==> src/spfs_pkg.sv <==
// ----------------------------------------------------------------------------
// spfs_pkg: shared types and constants for the sensor failover selector
// Channel order, register indexes, message kinds and the kind-to-channel map.
// ----------------------------------------------------------------------------
package spfs_pkg;

	// default sizing
	localparam int NUM_SENSORS_DEF  = 8;
	localparam int ELAPSED_BITS_DEF = 16;

	// field widths
	localparam int KIND_W   = 2;
	localparam int IDX_W    = 3;
	localparam int SENS_W   = 4;
	localparam int RANK_W   = 4;
	localparam int CNT_W    = 4;
	localparam int RANKS_W  = 32;
	localparam int STEP_W   = 16;
	localparam int CFG_IDX_W = 3;
	localparam int CFG_DAT_W = 32;

	// logical channels, also mask bit positions
	localparam int CH_POSITION = 0;
	localparam int CH_ATTITUDE = 1;
	localparam int CH_SPEED    = 2;
	localparam int CH_LINEAR   = 3;
	localparam int CH_ANGULAR  = 4;
	localparam int CH_COUNT    = 5;

	localparam logic [RANK_W-1:0] RANK_UNLISTED = 4'hF;

	// register indexes
	localparam logic [CFG_IDX_W-1:0] REG_SENSOR_COUNT  = 3'd0;
	localparam logic [CFG_IDX_W-1:0] REG_RANK_POSITION = 3'd1;
	localparam logic [CFG_IDX_W-1:0] REG_RANK_ATTITUDE = 3'd2;
	localparam logic [CFG_IDX_W-1:0] REG_RANK_SPEED    = 3'd3;
	localparam logic [CFG_IDX_W-1:0] REG_RANK_LINEAR   = 3'd4;
	localparam logic [CFG_IDX_W-1:0] REG_RANK_ANGULAR  = 3'd5;
	localparam logic [CFG_IDX_W-1:0] REG_ELAPSED_STEP  = 3'd6;
	localparam logic [CFG_IDX_W-1:0] REG_TIMEOUT_LIMIT = 3'd7;

	// register reset values
	localparam logic [CNT_W-1:0]   SENSOR_COUNT_RST  = 4'd0;
	localparam logic [RANKS_W-1:0] RANKS_RST         = 32'hFFFF_FFFF;
	localparam logic [STEP_W-1:0]  ELAPSED_STEP_RST  = 16'd1;
	localparam logic [STEP_W-1:0]  TIMEOUT_LIMIT_RST = 16'd100;

	// message kinds
	localparam logic [KIND_W-1:0] KIND_AHRS     = 2'd0;
	localparam logic [KIND_W-1:0] KIND_POSITION = 2'd1;
	localparam logic [KIND_W-1:0] KIND_VELOCITY = 2'd2;
	localparam logic [KIND_W-1:0] KIND_DOPPLER  = 2'd3;

	typedef logic [CH_COUNT-1:0] ch_mask_t;

	// configuration register set
	typedef struct packed {
		logic [CNT_W-1:0]                  sensor_count;
		logic [CH_COUNT-1:0][RANKS_W-1:0]  ranks;
		logic [STEP_W-1:0]                 elapsed_step;
		logic [STEP_W-1:0]                 timeout_limit;
	} cfg_t;

	// per-channel outcome of one request
	typedef struct packed {
		logic              taken;
		logic              freed;
		logic [SENS_W-1:0] active;
	} chan_res_t;

	// channels fed by each message kind
	function automatic ch_mask_t kind_feeds(input logic [KIND_W-1:0] k);
		ch_mask_t m;
		m = '0;
		case (k)
			KIND_AHRS: begin
				m[CH_ATTITUDE] = 1'b1;
				m[CH_ANGULAR]  = 1'b1;
				m[CH_LINEAR]   = 1'b1;
			end
			KIND_POSITION: m[CH_POSITION] = 1'b1;
			KIND_VELOCITY: m[CH_SPEED]    = 1'b1;
			KIND_DOPPLER:  m[CH_LINEAR]   = 1'b1;
			default:       m = '0;
		endcase
		return m;
	endfunction

endpackage

==> src/spfs_cfg.sv <==
// ----------------------------------------------------------------------------
// spfs_cfg: configuration register file
// Write-only registers: sensor count, five rank tables, step and timeout.
// ----------------------------------------------------------------------------
module spfs_cfg
	import spfs_pkg::*;
(
	input  logic                 clk,
	input  logic                 arst_n,
	input  logic                 cfg_we,
	input  logic [CFG_IDX_W-1:0] cfg_index,
	input  logic [CFG_DAT_W-1:0] cfg_data,
	output cfg_t                 cfg
);

	cfg_t cfg_q;

	// register writes
	always_ff @(posedge clk or negedge arst_n) begin
		if (!arst_n) begin
			cfg_q.sensor_count  <= SENSOR_COUNT_RST;
			cfg_q.ranks         <= {CH_COUNT{RANKS_RST}};
			cfg_q.elapsed_step  <= ELAPSED_STEP_RST;
			cfg_q.timeout_limit <= TIMEOUT_LIMIT_RST;
		end else if (cfg_we) begin
			case (cfg_index)
				REG_SENSOR_COUNT:  cfg_q.sensor_count         <= cfg_data[CNT_W-1:0];
				REG_RANK_POSITION: cfg_q.ranks[CH_POSITION]   <= cfg_data[RANKS_W-1:0];
				REG_RANK_ATTITUDE: cfg_q.ranks[CH_ATTITUDE]   <= cfg_data[RANKS_W-1:0];
				REG_RANK_SPEED:    cfg_q.ranks[CH_SPEED]      <= cfg_data[RANKS_W-1:0];
				REG_RANK_LINEAR:   cfg_q.ranks[CH_LINEAR]     <= cfg_data[RANKS_W-1:0];
				REG_RANK_ANGULAR:  cfg_q.ranks[CH_ANGULAR]    <= cfg_data[RANKS_W-1:0];
				REG_ELAPSED_STEP:  cfg_q.elapsed_step         <= cfg_data[STEP_W-1:0];
				REG_TIMEOUT_LIMIT: cfg_q.timeout_limit        <= cfg_data[STEP_W-1:0];
				default:           cfg_q <= cfg_q;
			endcase
		end
	end

	assign cfg = cfg_q;

endmodule

==> src/spfs_channel.sv <==
// ----------------------------------------------------------------------------
// spfs_channel: one logical channel's arbitration state
// Holds active sensor, its rank and elapsed ticks; claims and times out.
// ----------------------------------------------------------------------------
module spfs_channel
	import spfs_pkg::*;
#(
	parameter int NUM_SENSORS  = NUM_SENSORS_DEF,
	parameter int ELAPSED_BITS = ELAPSED_BITS_DEF
) (
	input  logic              clk,
	input  logic              arst_n,
	input  logic              feed,
	input  logic              update,
	input  logic [IDX_W-1:0]  idx,
	input  logic [RANK_W-1:0] rank,
	input  logic [STEP_W-1:0] step,
	input  logic [STEP_W-1:0] limit,
	output chan_res_t         res
);

	localparam int SUM_W = ((ELAPSED_BITS > STEP_W) ? ELAPSED_BITS : STEP_W) + 1;
	localparam logic [SENS_W-1:0] SENSOR_NONE = SENS_W'(NUM_SENSORS);
	localparam logic [SUM_W-1:0]  ELAPSED_MAX = SUM_W'({ELAPSED_BITS{1'b1}});

	logic [SENS_W-1:0]       sensor_q;
	logic [RANK_W-1:0]       rank_q;
	logic [ELAPSED_BITS-1:0] elapsed_q;

	logic                    claim;
	logic                    expired;
	logic [SENS_W-1:0]       sensor_c;
	logic [RANK_W-1:0]       rank_c;
	logic [ELAPSED_BITS-1:0] base;
	logic [SUM_W-1:0]        sum;
	logic [ELAPSED_BITS-1:0] elapsed_n;
	logic [SENS_W-1:0]       sensor_n;
	logic [RANK_W-1:0]       rank_n;

	// claim by a listed sensor of equal or better rank
	always_comb begin
		claim    = (rank != RANK_UNLISTED) && (rank <= rank_q);
		sensor_c = claim ? {1'b0, idx} : sensor_q;
		rank_c   = claim ? rank : rank_q;
		base     = claim ? '0 : elapsed_q;
	end

	// saturating elapsed update and timeout check
	always_comb begin
		sum       = SUM_W'(base) + SUM_W'(step);
		elapsed_n = (sum > ELAPSED_MAX) ? ELAPSED_MAX[ELAPSED_BITS-1:0]
		                                : sum[ELAPSED_BITS-1:0];
		expired   = SUM_W'(elapsed_n) >= SUM_W'(limit);
		sensor_n  = expired ? SENSOR_NONE : sensor_c;
		rank_n    = expired ? RANK_UNLISTED : rank_c;
	end

	// result seen by the output stage
	always_comb begin
		res.taken  = feed && claim;
		res.freed  = feed && expired && (sensor_c != SENSOR_NONE);
		res.active = feed ? sensor_n : sensor_q;
	end

	// channel state
	always_ff @(posedge clk or negedge arst_n) begin
		if (!arst_n) begin
			sensor_q  <= SENSOR_NONE;
			rank_q    <= RANK_UNLISTED;
			elapsed_q <= '0;
		end else if (update && feed) begin
			sensor_q  <= sensor_n;
			rank_q    <= rank_n;
			elapsed_q <= elapsed_n;
		end
	end

endmodule

==> src/sensor_priority_failover_selector.sv <==
// ----------------------------------------------------------------------------
// sensor_priority_failover_selector: priority sensor failover with timeout
// Routes each sensor message tag to its channels, picks the best-ranked sensor
// per channel and drops it once elapsed ticks reach the timeout.
// ----------------------------------------------------------------------------
//
//   channel   handshake             payload
//   -------   -------------------   ------------------------------------------
//   input     in_valid / in_ready   kind, sensor_index
//   output    out_valid / out_ready accepted, taken_mask, timeout_mask,
//                                   active_position .. active_angular_rate
//   config    cfg_we                cfg_index, cfg_data
//
// One request per cycle sustained while out_ready is high; each accept passes
// input register, then result register, to out_valid. The channel update is
// a rank compare, a saturating add and a timeout compare between the two.
// Reset clears pipeline valids, channel state and loads register defaults.
// A stalled output holds both stages; in_ready follows out_ready through them.
//
module sensor_priority_failover_selector
	import spfs_pkg::*;
#(
	parameter int NUM_SENSORS  = NUM_SENSORS_DEF,
	parameter int ELAPSED_BITS = ELAPSED_BITS_DEF
) (
	input  logic                 clk,
	input  logic                 arst_n,
	input  logic                 in_valid,
	output logic                 in_ready,
	input  logic [KIND_W-1:0]    kind,
	input  logic [IDX_W-1:0]     sensor_index,
	output logic                 out_valid,
	input  logic                 out_ready,
	output logic                 accepted,
	output logic [CH_COUNT-1:0]  taken_mask,
	output logic [CH_COUNT-1:0]  timeout_mask,
	output logic [SENS_W-1:0]    active_position,
	output logic [SENS_W-1:0]    active_attitude,
	output logic [SENS_W-1:0]    active_speed,
	output logic [SENS_W-1:0]    active_linear_rate,
	output logic [SENS_W-1:0]    active_angular_rate,
	input  logic                 cfg_we,
	input  logic [CFG_IDX_W-1:0] cfg_index,
	input  logic [CFG_DAT_W-1:0] cfg_data
);

	cfg_t cfg;

	logic              vld_s1;
	logic [KIND_W-1:0] kind_s1;
	logic [IDX_W-1:0]  idx_s1;

	logic              vld_s2;
	logic              accepted_s2;
	ch_mask_t          taken_s2;
	ch_mask_t          freed_s2;
	logic [CH_COUNT-1:0][SENS_W-1:0] active_s2;

	logic      adv_s2;
	logic      adv_s1;
	logic      acc;
	ch_mask_t  feeds;
	chan_res_t res [CH_COUNT];

	// configuration registers
	spfs_cfg u_cfg (
		.clk       (clk),
		.arst_n    (arst_n),
		.cfg_we    (cfg_we),
		.cfg_index (cfg_index),
		.cfg_data  (cfg_data),
		.cfg       (cfg)
	);

	// pipeline flow control
	assign adv_s2   = !vld_s2 || out_ready;
	assign adv_s1   = vld_s1 && adv_s2;
	assign in_ready = !vld_s1 || adv_s2;

	// input register
	always_ff @(posedge clk or negedge arst_n) begin
		if (!arst_n) begin
			vld_s1 <= 1'b0;
		end else if (in_ready) begin
			vld_s1 <= in_valid;
		end
	end

	always_ff @(posedge clk) begin
		if (in_ready && in_valid) begin
			kind_s1 <= kind;
			idx_s1  <= sensor_index;
		end
	end

	// sensor admission and channel routing
	always_comb begin
		acc   = ({1'b0, idx_s1} < cfg.sensor_count) &&
		        ({1'b0, idx_s1} < CNT_W'(NUM_SENSORS));
		feeds = acc ? kind_feeds(kind_s1) : '0;
	end

	// per-channel arbitration
	for (genvar c = 0; c < CH_COUNT; c++) begin : g_ch
		spfs_channel #(
			.NUM_SENSORS  (NUM_SENSORS),
			.ELAPSED_BITS (ELAPSED_BITS)
		) u_channel (
			.clk    (clk),
			.arst_n (arst_n),
			.feed   (feeds[c]),
			.update (adv_s1),
			.idx    (idx_s1),
			.rank   (cfg.ranks[c][RANK_W*idx_s1 +: RANK_W]),
			.step   (cfg.elapsed_step),
			.limit  (cfg.timeout_limit),
			.res    (res[c])
		);
	end

	// result register
	always_ff @(posedge clk or negedge arst_n) begin
		if (!arst_n) begin
			vld_s2 <= 1'b0;
		end else if (adv_s2) begin
			vld_s2 <= vld_s1;
		end
	end

	always_ff @(posedge clk) begin
		if (adv_s1) begin
			accepted_s2 <= acc;
			for (int c = 0; c < CH_COUNT; c++) begin
				taken_s2[c]  <= res[c].taken;
				freed_s2[c]  <= res[c].freed;
				active_s2[c] <= res[c].active;
			end
		end
	end

	// output ports
	assign out_valid           = vld_s2;
	assign accepted            = accepted_s2;
	assign taken_mask          = taken_s2;
	assign timeout_mask        = freed_s2;
	assign active_position     = active_s2[CH_POSITION];
	assign active_attitude     = active_s2[CH_ATTITUDE];
	assign active_speed        = active_s2[CH_SPEED];
	assign active_linear_rate  = active_s2[CH_LINEAR];
	assign active_angular_rate = active_s2[CH_ANGULAR];

endmodule

==> config.mk <==
export PLATFORM = sky130hd
export DESIGN_NAME = sensor_priority_failover_selector
export DESIGN_NICKNAME = d
export VERILOG_FILES = /design/src/spfs_pkg.sv /design/src/spfs_cfg.sv /design/src/spfs_channel.sv /design/src/sensor_priority_failover_selector.sv
export SDC_FILE = /design/constraint.sdc
export NUM_CORES = 1
export LEC_CHECK = 0
export BUFFER_PORTS_ARGS = -buffer_cell sky130_fd_sc_hd__buf_2
export CORE_AREA = 4 4 204 206
export CTS_CLUSTER_DIAMETER = 60
export DETAILED_ROUTE_END_ITERATION = 7
export DIE_AREA = 0 0 208 210
export HOLD_SLACK_MARGIN = 0.06
export PLACE_DENSITY = 0.71
export SLEW_MARGIN = 25
export SYNTH_ARGS = -nofsm -noshare
export SYNTH_HDL_FRONTEND = slang
export SYNTH_SLANG_ARGS = --single-unit
==> constraint.sdc <==
create_clock -name clk -period 16.5 [get_ports clk]
set_clock_uncertainty 0.1 [all_clocks]
set_input_delay 1.65 -clock clk [delete_from_list [all_inputs] [get_ports clk]]
set_output_delay 1.65 -clock clk [all_outputs]
set_load 0.01 [all_outputs]
# After elaboration in Yosys (flattened, before gate mapping)
# Cells that the tools add are included.
# op_classes
add_sub_neg	5
order_cmp	16
eq_ne	20
shift	5
muxes	40
reduce_logical	52
# op_table
cell	n
two-way mux 16 bit	10
indexed part select 32 x 6 -> 4 bit	5
two-way mux 4 bit	25
adder 16 x 16 -> 17 bit	5
> comparator 17 x 16 -> 1 bit, second input constant	5
greater-or-equal comparator 16 bit	5
inequality test 4 bit, second input constant	10
logical AND 1 bit	27
AND reduction 2 bit	13
<= comparator 4 bit	5
equality test 3 bit, second input constant	4
nonzero test 2 bit	5
equality test 3 x 2 -> 1 bit, second input constant	2
two-way mux 5 bit	1
equality test 2 bit, second input constant	2
less-than comparator 3 x 4 -> 1 bit	1
two-way mux 1 bit	4
equality test 3 x 1 -> 1 bit, second input constant	1
logical NOT 3 bit	1
equality test 2 x 1 -> 1 bit, second input constant	1
logical NOT 1 bit	2
logical NOT 2 bit	1
logical OR 1 bit	2
OR reduction 2 bit	1
# totals
ff_bits	354
in_bits	45
out_inout_bits	33
elab_cells	173

# Depth between registers and ports, before layout
# Gate-level depths: netlist (run 1).
# depth
ltp_word	10
ltp_mapped	32
depth_no_buf	27

# Cells and area by module
# Synthesis (run 1) repeated with hierarchy kept, for this count alone.
# unflattened
hier_cells	2062
area_unflattened_um2	23294.8
# by_module_without_submodules
mod	n_inst	cells_per_inst	area_per_inst_um2	seq_area_each_um2
spfs_cfg	1	424	7910.1	5109.9
spfs_channel at g_ch[2].u_channel ...	3	298	2561.2	606.8
sensor_priority_failover_selector	1	133	2648.8	1131.1
spfs_channel at g_ch[1].u_channel	1	311	2560.0	606.8
spfs_channel at g_ch[0].u_channel	1	300	2492.4	606.8

# Least setup slack after synthesis (run 1)
# No wires, ideal clock.
# synth_path
kind	reg-to-reg
start	register idx_s1[0]
end	register active_s2 (netlist bit active_linear_rate[0]), data pin
setup_ns	0.256
t_arrival_ns	6.805
required_ns	16.144
path_slack_ns	9.338
stages_incl_launch_ff	30
path_buffers	4
period_less_slack_ns	7.162
path_cell_list	edfxtp_1 -> buf_6 -> buf_6 -> mux4_2 -> mux2i_1 -> inv_1 -> ha_1 -> nor2b_1 -> o21a_1 -> o21a_1 -> o21ai_0 -> o41ai_4 -> clkbuf_1 -> and2_1 -> ha_1 -> fa_1 -> a211oi_1 -> o21ai_1 -> a31o_2 -> and2_1 -> o21ai_2 -> clkbuf_1 -> nand2_1 -> ha_1 -> and4_1 -> a221o_1 -> a41oi_1 -> o21ai_0 -> o21ai_0 -> a22o_1
# synth_lines
item	line	text
from (decl)	sensor_priority_failover_selector.sv:51	logic [IDX_W-1:0] idx_s1;
from (signal assigned)	sensor_priority_failover_selector.sv:92	idx_s1 <= sensor_index;
to (signal, indexed assignment)	sensor_priority_failover_selector.sv:136	active_s2[c] <= res[c].active;
to (decl)	sensor_priority_failover_selector.sv:57	logic [CH_COUNT-1:0][SENS_W-1:0] active_s2;

==> results of run 1 <==
cell type report:
| type | instances | share of cell area [%] |
|---|---|---|
| flip-flops and latches | 354 | 38.4 |
| repair buffers | 106 | 2.59 |
| clock inverters | 18 | 0.850 |
| well taps | 525 | 2.72 |
| multi-input cells | 1408 | 48.9 |
| clock buffers | 63 | 5.45 |
| inverters | 70 | 1.09 |
cell usage in the layout (no fill, tap or decap), types with 43 or more instances in the layout:
cell type  synthesis  layout
and2_1            86      86
o21ai_0           83      80
nor2_1           101     100
inv_1             70      70
ha_1             185     185
dfrtp_1          129     129
dfstp_2          189     189
a21oi_1           81      81
a31oi_1           44      43
buf_2             13      77
mux2_2           222     222
clkbuf_16          0      46
nand2_1          137     137
worst reg2reg max path: cells and delay by family (launching register included):
family	cells	cell delay [ns]
fa+ha+maj	4	1.33
simple gates	3	0.55
buf+inv	4	1.35
mux	2	1.19
compound gates	14	4.17
flops	1	0.32
worst max-delay path by stage:
stage | end | depth (start not counted)
floorplan | active_linear_rate[0]$_DFFE_PP_ | 29
global placement | active_linear_rate[0]$_DFFE_PP_ | 26
detailed placement | active_position[2]$_DFFE_PP_ | 29
CTS | active_position[2]$_DFFE_PP_ | 29
global route | g_ch[3].u_channel.rank_q[1]$_DFFE_PN1P_ | 27
finish | active_speed[2]$_DFFE_PP_ | 27
sequential cells by signal, indices dropped and copies added, names as in the netlist, 2 cells and up:
name / cells
timeout_mask: 5
u_cfg.cfg: 196
taken_mask: 5
active_speed: 4
idx_s1: 3
active_position: 4
g_ch.u_channel.rank_q: 20
kind_s1: 2
active_angular_rate: 4
g_ch.u_channel.sensor_q: 20
active_attitude: 4
g_ch.u_channel.elapsed_q: 80
active_linear_rate: 4
Yosys cell counts, types with 35 or more instances:
| cell type | count |
|---|---|
| dfstp_2 | 189 |
| and2_1 | 86 |
| dfrtp_1 | 129 |
| inv_1 | 70 |
| nor2_1 | 101 |
| o21ai_0 | 83 |
| clkbuf_1 | 53 |
| mux4_2 | 40 |
| a21oi_1 | 81 |
| xor2_1 | 35 |
| a31oi_1 | 44 |
| nand2_1 | 137 |
| ha_1 | 185 |
| edfxtp_1 | 36 |
| mux2_2 | 222 |
cell families after synthesis:
family	Yosys count
AO/OA/AOI/OAI	421
XOR/XNOR	59
adder cells (fa/ha/maj)	190
buffers and inverters	144
flip-flops	354
multiplexers	282
AND/OR/NAND/NOR	456
routing by layer:
metal	routed length, um	vias to the layer above	GRT usage (%)
met2	26100	535	41.5
met4	1430	0	6.82
met5	0	-	0
met1	25900	8052	37.7
met3	3700	96	3.77
li1	-	7216	-
report_power, final:
part           leakage (nW)  internal, mW  switching (mW)
clock network         0.753         0.596           0.401
logic                  6.02          1.07            1.45
registers              3.86          1.24           0.174
total                  10.6          2.91            2.02
through the flow:
stage / hold WS, ns / total power [mW] / setup slack, ns
2_1_floorplan: 0.342 / 3.21 / 9.34
3_3_place_gp: 0.355 / 3.78 / 7.12
3_5_place_dp: 0.370 / 3.89 / 7.36
4_1_cts: 0.381 / 4.92 / 7.33
5_1_grt: 0.402 / 5.31 / 6.64
6_report: 0.380 / 4.93 / 7.25
==> summary.md, run 1 <==
| Metric | Value |
|---|---|
| Status | `finished clean` |
| Fin cells | `2,544` |
| Primary FF master, synth | `dfstp_2` |
| Synth top area share | `between 20 and 25%` |
| Routability congestion estimate | `0.885` |
| Pins Over Slew Limit | `0` |
| Top cells by area, synth | `dfstp_2, dfrtp_1, mux2_2` |
| Crit Path Class | `flip-flop to flip-flop` |
| RSZ-0062 raised after global routing | `no` |
| CP startpoint kind | `flip-flop` |
| Largest net degree at the start of global routing | `86` |
| Final Hold Fails | `0` |
| Worst r2r src | `idx_s1[0]$_DFFE_PP_` |
| # clock sinks | `354` |
| Cell area after placement | `0.0226 sq mm` |
| Post-Syn Instances | `about 1,900` |
| Post-CTS Resized | `0` |
| Leak pwr | `10.6 nW` |
| CP top delay family | `compound AO/OA/AOI/OAI gates` |
| Post-Synthesis Cell Area | `0.0216 sq mm` |
| Worst EP arrival | `around 9.5 ns` |
| R2r setup slk | `7.25 ns` |
| I/O pin total | `78` |
| Initial DRC count | `1,230` |
| Sequential Area | `0.00928 sq mm` |
| Layout cells sized above 1 | `32.9%` |
| Height of the die | `210 um` |
| Largest family of logic cells by synthesized area | `multiplexers` |
| Clk buf depth | `3` |
| Hpwl dp | `39,400 um` |
| Final Cell Area | `0.0241 sq mm` |
| Initial antenna violation count | `0` |
| First drt pass iteration count | `6` |
| Crit path buffers/inverters | `4` |
| Post-synthesis xor/xnor area fraction | `2.39%` |
| Worst Max-Slew Pin Slew | `~1.1 ns` |
| CTS root buffer | `clkbuf_16` |
| Setup Fix Bufs, Post-CTS | `0` |
| Async set or reset register ratio after synthesis | `89.8%` |
| Initial core utilization | `54.5%` |
| Die W | `208 um` |
| Max cap viols | `0` |
| Avg Inst Size Synth | `11.3 sq um` |
| Synthesis-to-finish area growth | `11.7%` |
| CTS tree | `yes` |
| CP max stage delay | `0.85 ns` |
| Post-Synth Adder-Cell Area | `11.2%` |
| Drt wl/cell | `22.4 um` |
| H-tree levels | `2` |
| Synthesized flop and latch total | `between 300 and 400` |
| Post-route setup TNS | `0 ns` |
| Grt total ovfl | `0` |
| Vias in the first global route | `roughly 16,000` |
| Tmin final | `a little over 9 ns` |
| Clock transition at path regs | `about 0.06 ns` |
| Worst Setup SP | `idx_s1[0]$_DFFE_PP_` |
| Worst r2r dst | `active_speed[2]$_DFFE_PP_` |
| Site row count | `73` |
| Fill count | `3,131` |
| Synth cell types | `slightly below 80` |
| Register area share after synthesis | `42.9%` |
| Synth warn | `0` |
| Worst skew pair latency | `0.59 ns` |
| Net count after synthesis | `approximately 2,100` |
| Cell Pwr Density | `a little over 200 mW/mm^2` |
| Simple-gate share of the synthesized area | `10.8%` |
| Min-Delay Path Depth | `2` |
| Final core utilization | `60.9%` |
| Area taken by multi-input logic gates | `0.0118 sq mm` |
| Core footprint | `0.0396 sq mm` |
| Post-route ant nets | `0` |
| Synth Area in Compound Gates | `13.2%` |
| EDFF count, synth | `36` |
| Setup violations, final | `0` |
| Placed Instances | `2,462` |
| Hold endpoint | `g_ch[3].u_channel.elapsed_q[0]$_DFFE_PN0P_` |
| Mux contribution to synthesized area | `16.8%` |
| Antenna diodes | `0` |
| Type of the tightest min-delay check | `flip-flop to flip-flop` |
| Worst Path Max Fanout | `28` |
| Fin crit share | `56.1%` |
| IR drop worst, VDD | `just under 0.1 mV` |
| Hold path startpoint | `g_ch[3].u_channel.elapsed_q[0]$_DFFE_PN0P_` |
| Crit-path slowest cell | `o21ai_0` |
| Global-route wire length before repair | `90,300 um` |
| Max Freq | `108 MHz` |
| Num CTS Buffers | `44` |
| Crit path capture type | `flip-flop` |
| Die area | `0.0437 sq mm` |
| Post-cts hold buffer count | `0` |
| Vias per cell | `6.25` |
| I/O Buffers | `77` |
| DR DRC count | `0` |
| Worst R2R Path Depth | `27` |
| Max-slew headroom | `27.9%` |
| Nets | `approximately 2,200` |
| Vias | `15,900` |
| Total track usage | `26.0%` |
| Detailed Route WL | `57,100 um` |
| Area leader, netlist | `dfstp_2` |
| Critical Path RT | `16.74 ns` |
Note: power is estimated with default switching activity, not from simulation.
==> run 2: changes to the inputs <==
--- a/config.mk
+++ b/config.mk
@@ -11,7 +11,7 @@
 export DETAILED_ROUTE_END_ITERATION = 7
 export DIE_AREA = 0 0 208 210
 export HOLD_SLACK_MARGIN = 0.06
-export PLACE_DENSITY = 0.71
+export PLACE_DENSITY = 0.74
 export SLEW_MARGIN = 25
 export SYNTH_ARGS = -nofsm -noshare
 export SYNTH_HDL_FRONTEND = slang
==> constraint.sdc (replaced) <==
create_clock -name clk -period 7.7 [get_ports clk]
set_clock_uncertainty 0.1 [all_clocks]
set_input_delay 0.77 -clock clk [delete_from_list [all_inputs] [get_ports clk]]
set_output_delay 0.77 -clock clk [all_outputs]
set_load 0.01 [all_outputs]
==> run 2 against run 1 <==
Via count barely moved. Critical path type unchanged. Clock power rose by 95%. Cell count rose by 1.3%. Total power rose by 110%. Maximum frequency rose by 27%. Largest power group unchanged. Critical endpoint is now active_angular_rate[0]$_DFFE_PP_.
==> summary.md, run 2 (synthesis gave the netlist of run 1 again) <==
| Metric | Value |
|---|---|
| Status | `finished clean (unchanged)` |
| CTS tree | `yes (unchanged)` |
| Final Cell Area | `0.0243 sq mm (was 0.0241 sq mm)` |
| H-tree levels | `2 (unchanged)` |
| Worst Path Max Fanout | `18 (was 28)` |
| Crit Path Class | `flip-flop to flip-flop (unchanged)` |
| Post-cts hold buffer count | `0 (unchanged)` |
| Reg power frac | `29.1% (was 28.8%)` |
| Vias per cell | `6.17 (was 6.25)` |
| Synthesis-to-finish area growth | `12.6% (was 11.7%)` |
| Routability congestion estimate | `0.927 (was 0.885)` |
| Leak pwr | `10.7 nW (was 10.6 nW)` |
| Worst skew pair latency | `0.58 ns (was 0.59 ns)` |
| IR drop worst, VDD | `0.202 mV (was 0.0966 mV)` |
| Pins Over Slew Limit | `0 (unchanged)` |
| Largest net degree at the start of global routing | `137 (was 86)` |
| Vias in the first global route | `16,100 (was 16,000)` |
| CP startpoint kind | `flip-flop (unchanged)` |
| Die W | `208 um (unchanged)` |
| I/O Buffers | `77 (unchanged)` |
| Worst r2r dst | `active_angular_rate[0]$_DFFE_PP_ (was active_speed[2]$_DFFE_PP_)` |
| Sw Share | `41.3% (was 41.0%)` |
| Max Freq | `137 MHz (was 108 MHz)` |
| Crit path capture type | `flip-flop (unchanged)` |
| # clock sinks | `354 (unchanged)` |
| Commonest non-fill, non-tap cells in the layout | `mux2_2, dfstp_2, ha_1 (unchanged)` |
| Initial antenna violation count | `1 (was 0)` |
| Max cap viols | `0 (unchanged)` |
| Final Hold Fails | `0 (unchanged)` |
| Grt total ovfl | `0 (unchanged)` |
| Global-route wire length before repair | `90,000 um (was 90,300 um)` |
| Commonest non-fill, non-tap cell in the layout | `mux2_2 (unchanged)` |
| First drt pass iteration count | `5 (was 6)` |
| Drt wl/cell | `22.1 um (was 22.4 um)` |
| Die area | `0.0437 sq mm (unchanged)` |
| Total track usage | `25.8% (was 26.0%)` |
| Worst Max-Slew Pin Slew | `1.10 ns (was 1.07 ns)` |
| Worst R2R Path Depth | `32 (was 27)` |
| Critical Path RT | `8.03 ns (was 16.74 ns)` |
| Vias | `15,900 (about the same)` |
| Tmin final | `7.28 ns (was 9.25 ns)` |
| Num CTS Buffers | `42 (was 44)` |
| Pint | `6.14 mW (was 2.91 mW)` |
| Clk network pwr share | `18.5% (was 20.2%)` |
| DR DRC count | `0 (unchanged)` |
| Site row count | `73 (unchanged)` |
| Tot Pwr | `10.5 mW (was 4.93 mW)` |
| Crit-path slowest cell | `mux4_2 (was o21ai_0)` |
| Fin cells | `2,576 (was 2,544)` |
| I/O pin total | `78 (unchanged)` |
| Combinational power share | `52.3% (was 51.0%)` |
| Height of the die | `210 um (unchanged)` |
| Initial DRC count | `1,369 (was 1,230)` |
| Initial core utilization | `54.5% (unchanged)` |
| CP top delay family | `compound AO/OA/AOI/OAI gates (unchanged)` |
| Cell area after placement | `0.0229 sq mm (was 0.0226 sq mm)` |
| Fin crit share | `94.5% (was 56.1%)` |
| Worst r2r src | `idx_s1[0]$_DFFE_PP_ (unchanged)` |
| Layout cells sized above 1 | `34.3% (was 32.9%)` |
| Crit path buffers/inverters | `7 (was 4)` |
| Post-route ant nets | `0 (unchanged)` |
| Core footprint | `0.0396 sq mm (unchanged)` |
| Max-slew headroom | `26.7% (was 27.9%)` |
| Net Sw Power | `4.32 mW (was 2.02 mW)` |
| Clk buf depth | `3 (unchanged)` |
| WHS | `0.209 ns (was 0.380 ns)` |
| Detailed Route WL | `56,900 um (was 57,100 um)` |
| Placed Instances | `2,495 (was 2,462)` |
| CP max stage delay | `0.57 ns (was 0.85 ns)` |
| Type of the tightest min-delay check | `input pin to asynchronous set/reset pin (was flip-flop to flip-flop)` |
| Max FFs per register | `196 (unchanged)` |
| Nets | `2,252 (was 2,219)` |
| Clock transition at path regs | `0.06 ns (about the same)` |
| R2r setup slk | `0.42 ns (was 7.25 ns)` |
| Worst EP arrival | `7.61 ns (was 9.49 ns)` |
| Cell Pwr Density | `430 mW/mm^2 (was 204 mW/mm^2)` |
| Fill count | `3,087 (was 3,131)` |
| Setup violations, final | `0 (unchanged)` |
| CTS root buffer | `clkbuf_16 (unchanged)` |
| Hpwl dp | `40,200 um (was 39,400 um)` |
| Final core utilization | `61.4% (was 60.9%)` |
==> run 2: cell count changes in the layout (fill, tap and decap cells not counted), moves of 4 or more <==
cell	previous run	this run
o21ai_2	2	9
buf_12	0	4
clkbuf_16	46	42
buf_4	24	58
clkbuf_8	10	2
o21ai_0	80	75
clkbuf_1	6	11
==> run 2: how the worst max path moves through the flow <==
stage / start / to / slack [ns] / cells after the start
floorplan: idx_s1[0]$_DFFE_PP_ / active_linear_rate[0]$_DFFE_PP_ / 0.54 / 29
global placement: idx_s1[0]$_DFFE_PP_ / active_speed[1]$_DFFE_PP_ / 0.20 / 27
detailed placement: idx_s1[0]$_DFFE_PP_ / active_linear_rate[2]$_DFFE_PP_ / -0.15 / 26
CTS: idx_s1[0]$_DFFE_PP_ / g_ch[2].u_channel.sensor_q[1]$_DFFE_PN0P_ / 0.01 / 28
global route: idx_s1[0]$_DFFE_PP_ / active_attitude[0]$_DFFE_PP_ / -0.02 / 30
finish: idx_s1[0]$_DFFE_PP_ / active_angular_rate[0]$_DFFE_PP_ / 0.42 / 32
==> run 2: worst register-to-register path, delay by kind of cell, from the launching register on <==
| kind | cells | cell delay [ns] |
|---|---|---|
| buffers and inverters | 7 | 1.17 |
| flip-flops | 1 | 0.40 |
| adder cells (fa/ha/maj) | 4 | 1.16 |
| AO/OA/AOI/OAI | 13 | 2.44 |
| multiplexers | 2 | 0.78 |
| AND/OR/NAND/NOR | 6 | 1.06 |
==> run 2: metrics by stage <==
step	setup TNS, ns	setup WS [ns]
finish	0	0.423
global route	-0.0228	-0.0182
CTS	0	0.0111
detailed placement	-0.843	-0.149
global placement	0	0.196
floorplan	0	0.538
==> run 2: area by class of cell <==
| type | count | area (sq um) | area share, % |
|---|---|---|---|
| sequential | 354 | 9280 | 38.1 |
| timing repair buffer | 141 | 933 | 3.84 |
| inverter | 70 | 263 | 1.08 |
| antenna | 1 | 2.50 | 0.0103 |
| tap | 525 | 657 | 2.70 |
| clock buffer | 55 | 1120 | 4.60 |
| multi-input combinational | 1408 | 11900 | 48.7 |
| clock inverter | 22 | 233 | 0.956 |
==> run 2: routing by layer <==
layer / vias to the layer above / wire length [um] / GRT usage [%]
met5: - / 0 / 0
met4: 0 / 2130 / 9.45
met3: 116 / 3990 / 4.05
met2: 488 / 26700 / 41.4
met1: 7988 / 24100 / 36.2
li1: 7297 / - / -
==> run 2: what timing repair did <==
action                     in CTS  in global routing
pin swaps                       0                  4
setup endpoints to repair      19                 56
buffers inserted                0                  2
resized for setup               3                 19
==> run 2: power groups by stage <==
stage | registers (mW) | logic [mW] | clock network, mW
floorplan | 2.92 | 3.96 | 0
global placement | 3.04 | 5.11 | 0
detailed placement | 3.07 | 5.34 | 0
CTS | 3.04 | 5.38 | 1.97
global route | 3.11 | 6.11 | 2.06
finish | 3.05 | 5.47 | 1.94
==> run 3: changes to the inputs <==
--- a/config.mk
+++ b/config.mk
@@ -6,12 +6,12 @@
 export NUM_CORES = 1
 export LEC_CHECK = 0
 export BUFFER_PORTS_ARGS = -buffer_cell sky130_fd_sc_hd__buf_2
-export CORE_AREA = 4 4 204 206
+export CORE_AREA = 4 4 213 215
 export CTS_CLUSTER_DIAMETER = 60
 export DETAILED_ROUTE_END_ITERATION = 7
-export DIE_AREA = 0 0 208 210
+export DIE_AREA = 0 0 217 219
 export HOLD_SLACK_MARGIN = 0.06
-export PLACE_DENSITY = 0.74
+export PLACE_DENSITY = 0.69
 export SLEW_MARGIN = 25
 export SYNTH_ARGS = -nofsm -noshare
 export SYNTH_HDL_FRONTEND = slang
==> run 3 against run 2 <==
First-iteration DRC count is 12% lower. Core utilization is 5.7 points lower. Worst hold slack lost 0.091 ns. Setup slack got worse by 0.051 ns. Highest routed layer is now met5. Die area increased by 8.8%. Maximum frequency fell by 0.69%.
==> summary.md, run 3 (synthesis gave the netlist of run 1 again) <==
| Metric | Value |
|---|---|
| WL met3 | `4260 um (was 3990 um)` |
| CP max stage delay | `0.51 ns (was 0.57 ns)` |
| Pint | `6.15 mW (was 6.14 mW)` |
| Drt wl/cell | `22.3 um (was 22.1 um)` |
| H-tree levels | `2 (unchanged)` |
| Hpwl dp | `41,900 um (was 40,200 um)` |
| Global-route wire length before repair | `91,800 um (was 90,000 um)` |
| Crit path capture type | `flip-flop (unchanged)` |
| Reg power frac | `29.0% (was 29.1%)` |
| Initial core utilization | `49.4% (was 54.5%)` |
| Antenna diodes | `0 (was 1)` |
| Max FFs per register | `196 (unchanged)` |
| Net Sw Power | `4.33 mW (was 4.32 mW)` |
| Max Freq | `136 MHz (was 137 MHz)` |
| Worst skew pair latency | `0.57 ns (was 0.58 ns)` |
| Commonest non-fill, non-tap cell in the layout | `mux2_2 (unchanged)` |
| CP startpoint kind | `flip-flop (unchanged)` |
| Vias in the first global route | `16,200 (was 16,100)` |
| CP top delay family | `compound AO/OA/AOI/OAI gates (unchanged)` |
| Clk buf depth | `3 (unchanged)` |
| Synthesis-to-finish area growth | `12.7% (was 12.6%)` |
| RSZ-0062 raised after global routing | `no` |
| I/O Buffers | `77 (unchanged)` |
| Worst EP arrival | `7.73 ns (was 7.61 ns)` |
| Grt total ovfl | `0 (unchanged)` |
| Post-route ant nets | `0 (unchanged)` |
| Metal2 WL | `26,900 um (was 26,700 um)` |
| Largest net degree at the start of global routing | `97 (was 137)` |
| Commonest non-fill, non-tap cells in the layout | `mux2_2, dfstp_2, ha_1 (unchanged)` |
| Routability congestion estimate | `0.934 (was 0.927)` |
| Detailed Route WL | `58,900 um (was 56,900 um)` |
| Height of the die | `219 um (was 210 um)` |
| Final Cell Area | `0.0244 sq mm (was 0.0243 sq mm)` |
| Max cap viols | `0 (unchanged)` |
| Combinational power share | `53.1% (was 52.3%)` |
| Layout cells sized above 1 | `34.2% (was 34.3%)` |
| Tmin final | `7.33 ns (was 7.28 ns)` |
| Max-slew headroom | `30.7% (was 26.7%)` |
| Crit-path slowest cell | `mux4_2 (unchanged)` |
| Core footprint | `0.0437 sq mm (was 0.0396 sq mm)` |
| IR drop worst, VDD | `0.224 mV (was 0.202 mV)` |
| Clock transition at path regs | `0.06 ns (about the same)` |
| Initial antenna violation count | `3 (was 1)` |
| Fin cells | `2,641 (was 2,576)` |
| Pins Over Slew Limit | `0 (unchanged)` |
| Final Hold Fails | `0 (unchanged)` |
| Worst r2r dst | `g_ch[1].u_channel.sensor_q[0]$_DFFE_PN0P_ (was active_angular_rate[0]$_DFFE_PP_)` |
| Setup violations, final | `0 (unchanged)` |
| Type of the tightest min-delay check | `input pin to asynchronous set/reset pin (unchanged)` |
| DR top layer | `met5 (was met4)` |
| Total track usage | `24.7% (was 25.8%)` |
| CTS tree | `yes (unchanged)` |
| Wl on met1 | `25,700 um (was 24,100 um)` |
| Fin crit share | `95.2% (was 94.5%)` |
| Cell Pwr Density | `431 mW/mm^2 (was 430 mW/mm^2)` |
| Die W | `217 um (was 208 um)` |
| Initial DRC count | `1,206 (was 1,369)` |
| Crit Path Class | `flip-flop to flip-flop (unchanged)` |
| Leak pwr | `10.7 nW (about the same)` |
| Vias | `15,900 (about the same)` |
| Worst Path Max Fanout | `9 (was 18)` |
| Die area | `0.0475 sq mm (was 0.0437 sq mm)` |
| # clock sinks | `354 (unchanged)` |
| Post-cts hold buffer count | `0 (unchanged)` |
| DR DRC count | `0 (unchanged)` |
| Placed Instances | `2,562 (was 2,495)` |
| Crit path buffers/inverters | `7 (unchanged)` |
| Worst Max-Slew Pin Slew | `1.04 ns (was 1.10 ns)` |
| I/O pin total | `78 (unchanged)` |
| Cell area after placement | `0.0229 sq mm (about the same)` |
| Nets | `2,253 (was 2,252)` |
| Status | `finished clean (unchanged)` |
| CTS root buffer | `clkbuf_16 (unchanged)` |
| First drt pass iteration count | `5 (unchanged)` |
| Most common cell on crit path | `buf_4` |
| Clk network pwr share | `17.9% (was 18.5%)` |
| Critical Path RT | `8.10 ns (was 8.03 ns)` |
| Vias per cell | `6.03 (was 6.17)` |
| WHS | `0.118 ns (was 0.209 ns)` |
| Sw Share | `41.3% (about the same)` |
| Num CTS Buffers | `40 (was 42)` |
| Worst R2R Path Depth | `32 (unchanged)` |
| R2r setup slk | `0.37 ns (was 0.42 ns)` |
| Worst r2r src | `idx_s1[0]$_DFFE_PP_ (unchanged)` |
| Site row count | `77 (was 73)` |
run 3: cell types whose count changed in the layout (fill, tap and decap cells not counted), moves of 3 or more:
cell and change:
clkbuf_1 +5, buf_6 +4, clkbuf_8 +3, o21ai_0 -4, buf_12 -3, clkinv_4 -5
run 3: worst reg2reg max path: cells and delay by family (launching register included):
kind	cells	cell delay, ns
AND/OR/NAND/NOR	6	0.93
flip-flops	1	0.32
multiplexers	2	0.68
adder cells (fa/ha/maj)	4	1.24
AO/OA/AOI/OAI	13	2.67
buffers and inverters	7	1.29
run 3: area by class of cell:
type / count / area, sq um
fillers: 3683 / 19400
clock inverters: 10 / 83.8
repair buffers: 144 / 931
well taps: 592 / 741
multi-input cells: 1408 / 11900
clock buffers: 63 / 1180
flip-flops and latches: 354 / 9280
inverters: 70 / 263
run 3: how the worst max path moves through the flow:
stage                                    from                                         to  slack, ns  cells past startpoint
final                     idx_s1[0]$_DFFE_PP_  g_ch[1].u_channel.sensor_q[0]$_DFFE_PN0P_       0.37                     32
after detailed placement  idx_s1[0]$_DFFE_PP_            active_linear_rate[1]$_DFFE_PP_      -0.23                     29
after global routing      idx_s1[0]$_DFFE_PP_  g_ch[3].u_channel.sensor_q[0]$_DFFE_PN0P_      0.004                     29
after CTS                 idx_s1[0]$_DFFE_PP_            active_linear_rate[1]$_DFFE_PP_       0.01                     29
after floorplan           idx_s1[0]$_DFFE_PP_            active_linear_rate[0]$_DFFE_PP_       0.54                     29
after global placement    idx_s1[0]$_DFFE_PP_  g_ch[1].u_channel.sensor_q[2]$_DFFE_PN0P_      -0.04                     29
run 3: what timing repair did:
action | in CTS | in global routing
gates cloned | 0 | 0
resized for setup | 8 | 25
pin swaps | 0 | 6
setup buffers | 0 | 5
endpoints found under the setup margin | 34 | 60
run 3: power groups by stage:
| stage | registers, mW | logic, mW | clock network [mW] |
|---|---|---|---|
| floorplan | 2.92 | 3.96 | 0 |
| global placement | 3.04 | 5.14 | 0 |
| detailed placement | 3.06 | 5.35 | 0 |
| CTS | 3.04 | 5.41 | 1.91 |
| global route | 3.11 | 6.19 | 1.98 |
| finish | 3.04 | 5.57 | 1.88 |
run 3: per-stage QoR:
stage / power, mW / TNS [ns] / utilization (%) / setup WS [ns]
after floorplan: 6.87 / 0 / - / 0.538
after global placement: 8.18 / -0.186 / 52.4 / -0.0412
after detailed placement: 8.41 / -2.36 / 52.5 / -0.227
after CTS: 10.4 / 0 / 55.4 / 0.0131
after global routing: 11.3 / 0 / 55.7 / 0.00440
final: 10.5 / 0 / 55.7 / 0.372
run 3: routing by layer:
| metal | GRT usage (%) | vias up |
|---|---|---|
| met5 | 0 | - |
| met4 | 8.56 | 2 |
| met3 | 5.39 | 138 |
| met2 | 39.3 | 498 |
| met1 | 33.6 | 8003 |
| li1 | - | 7286 |
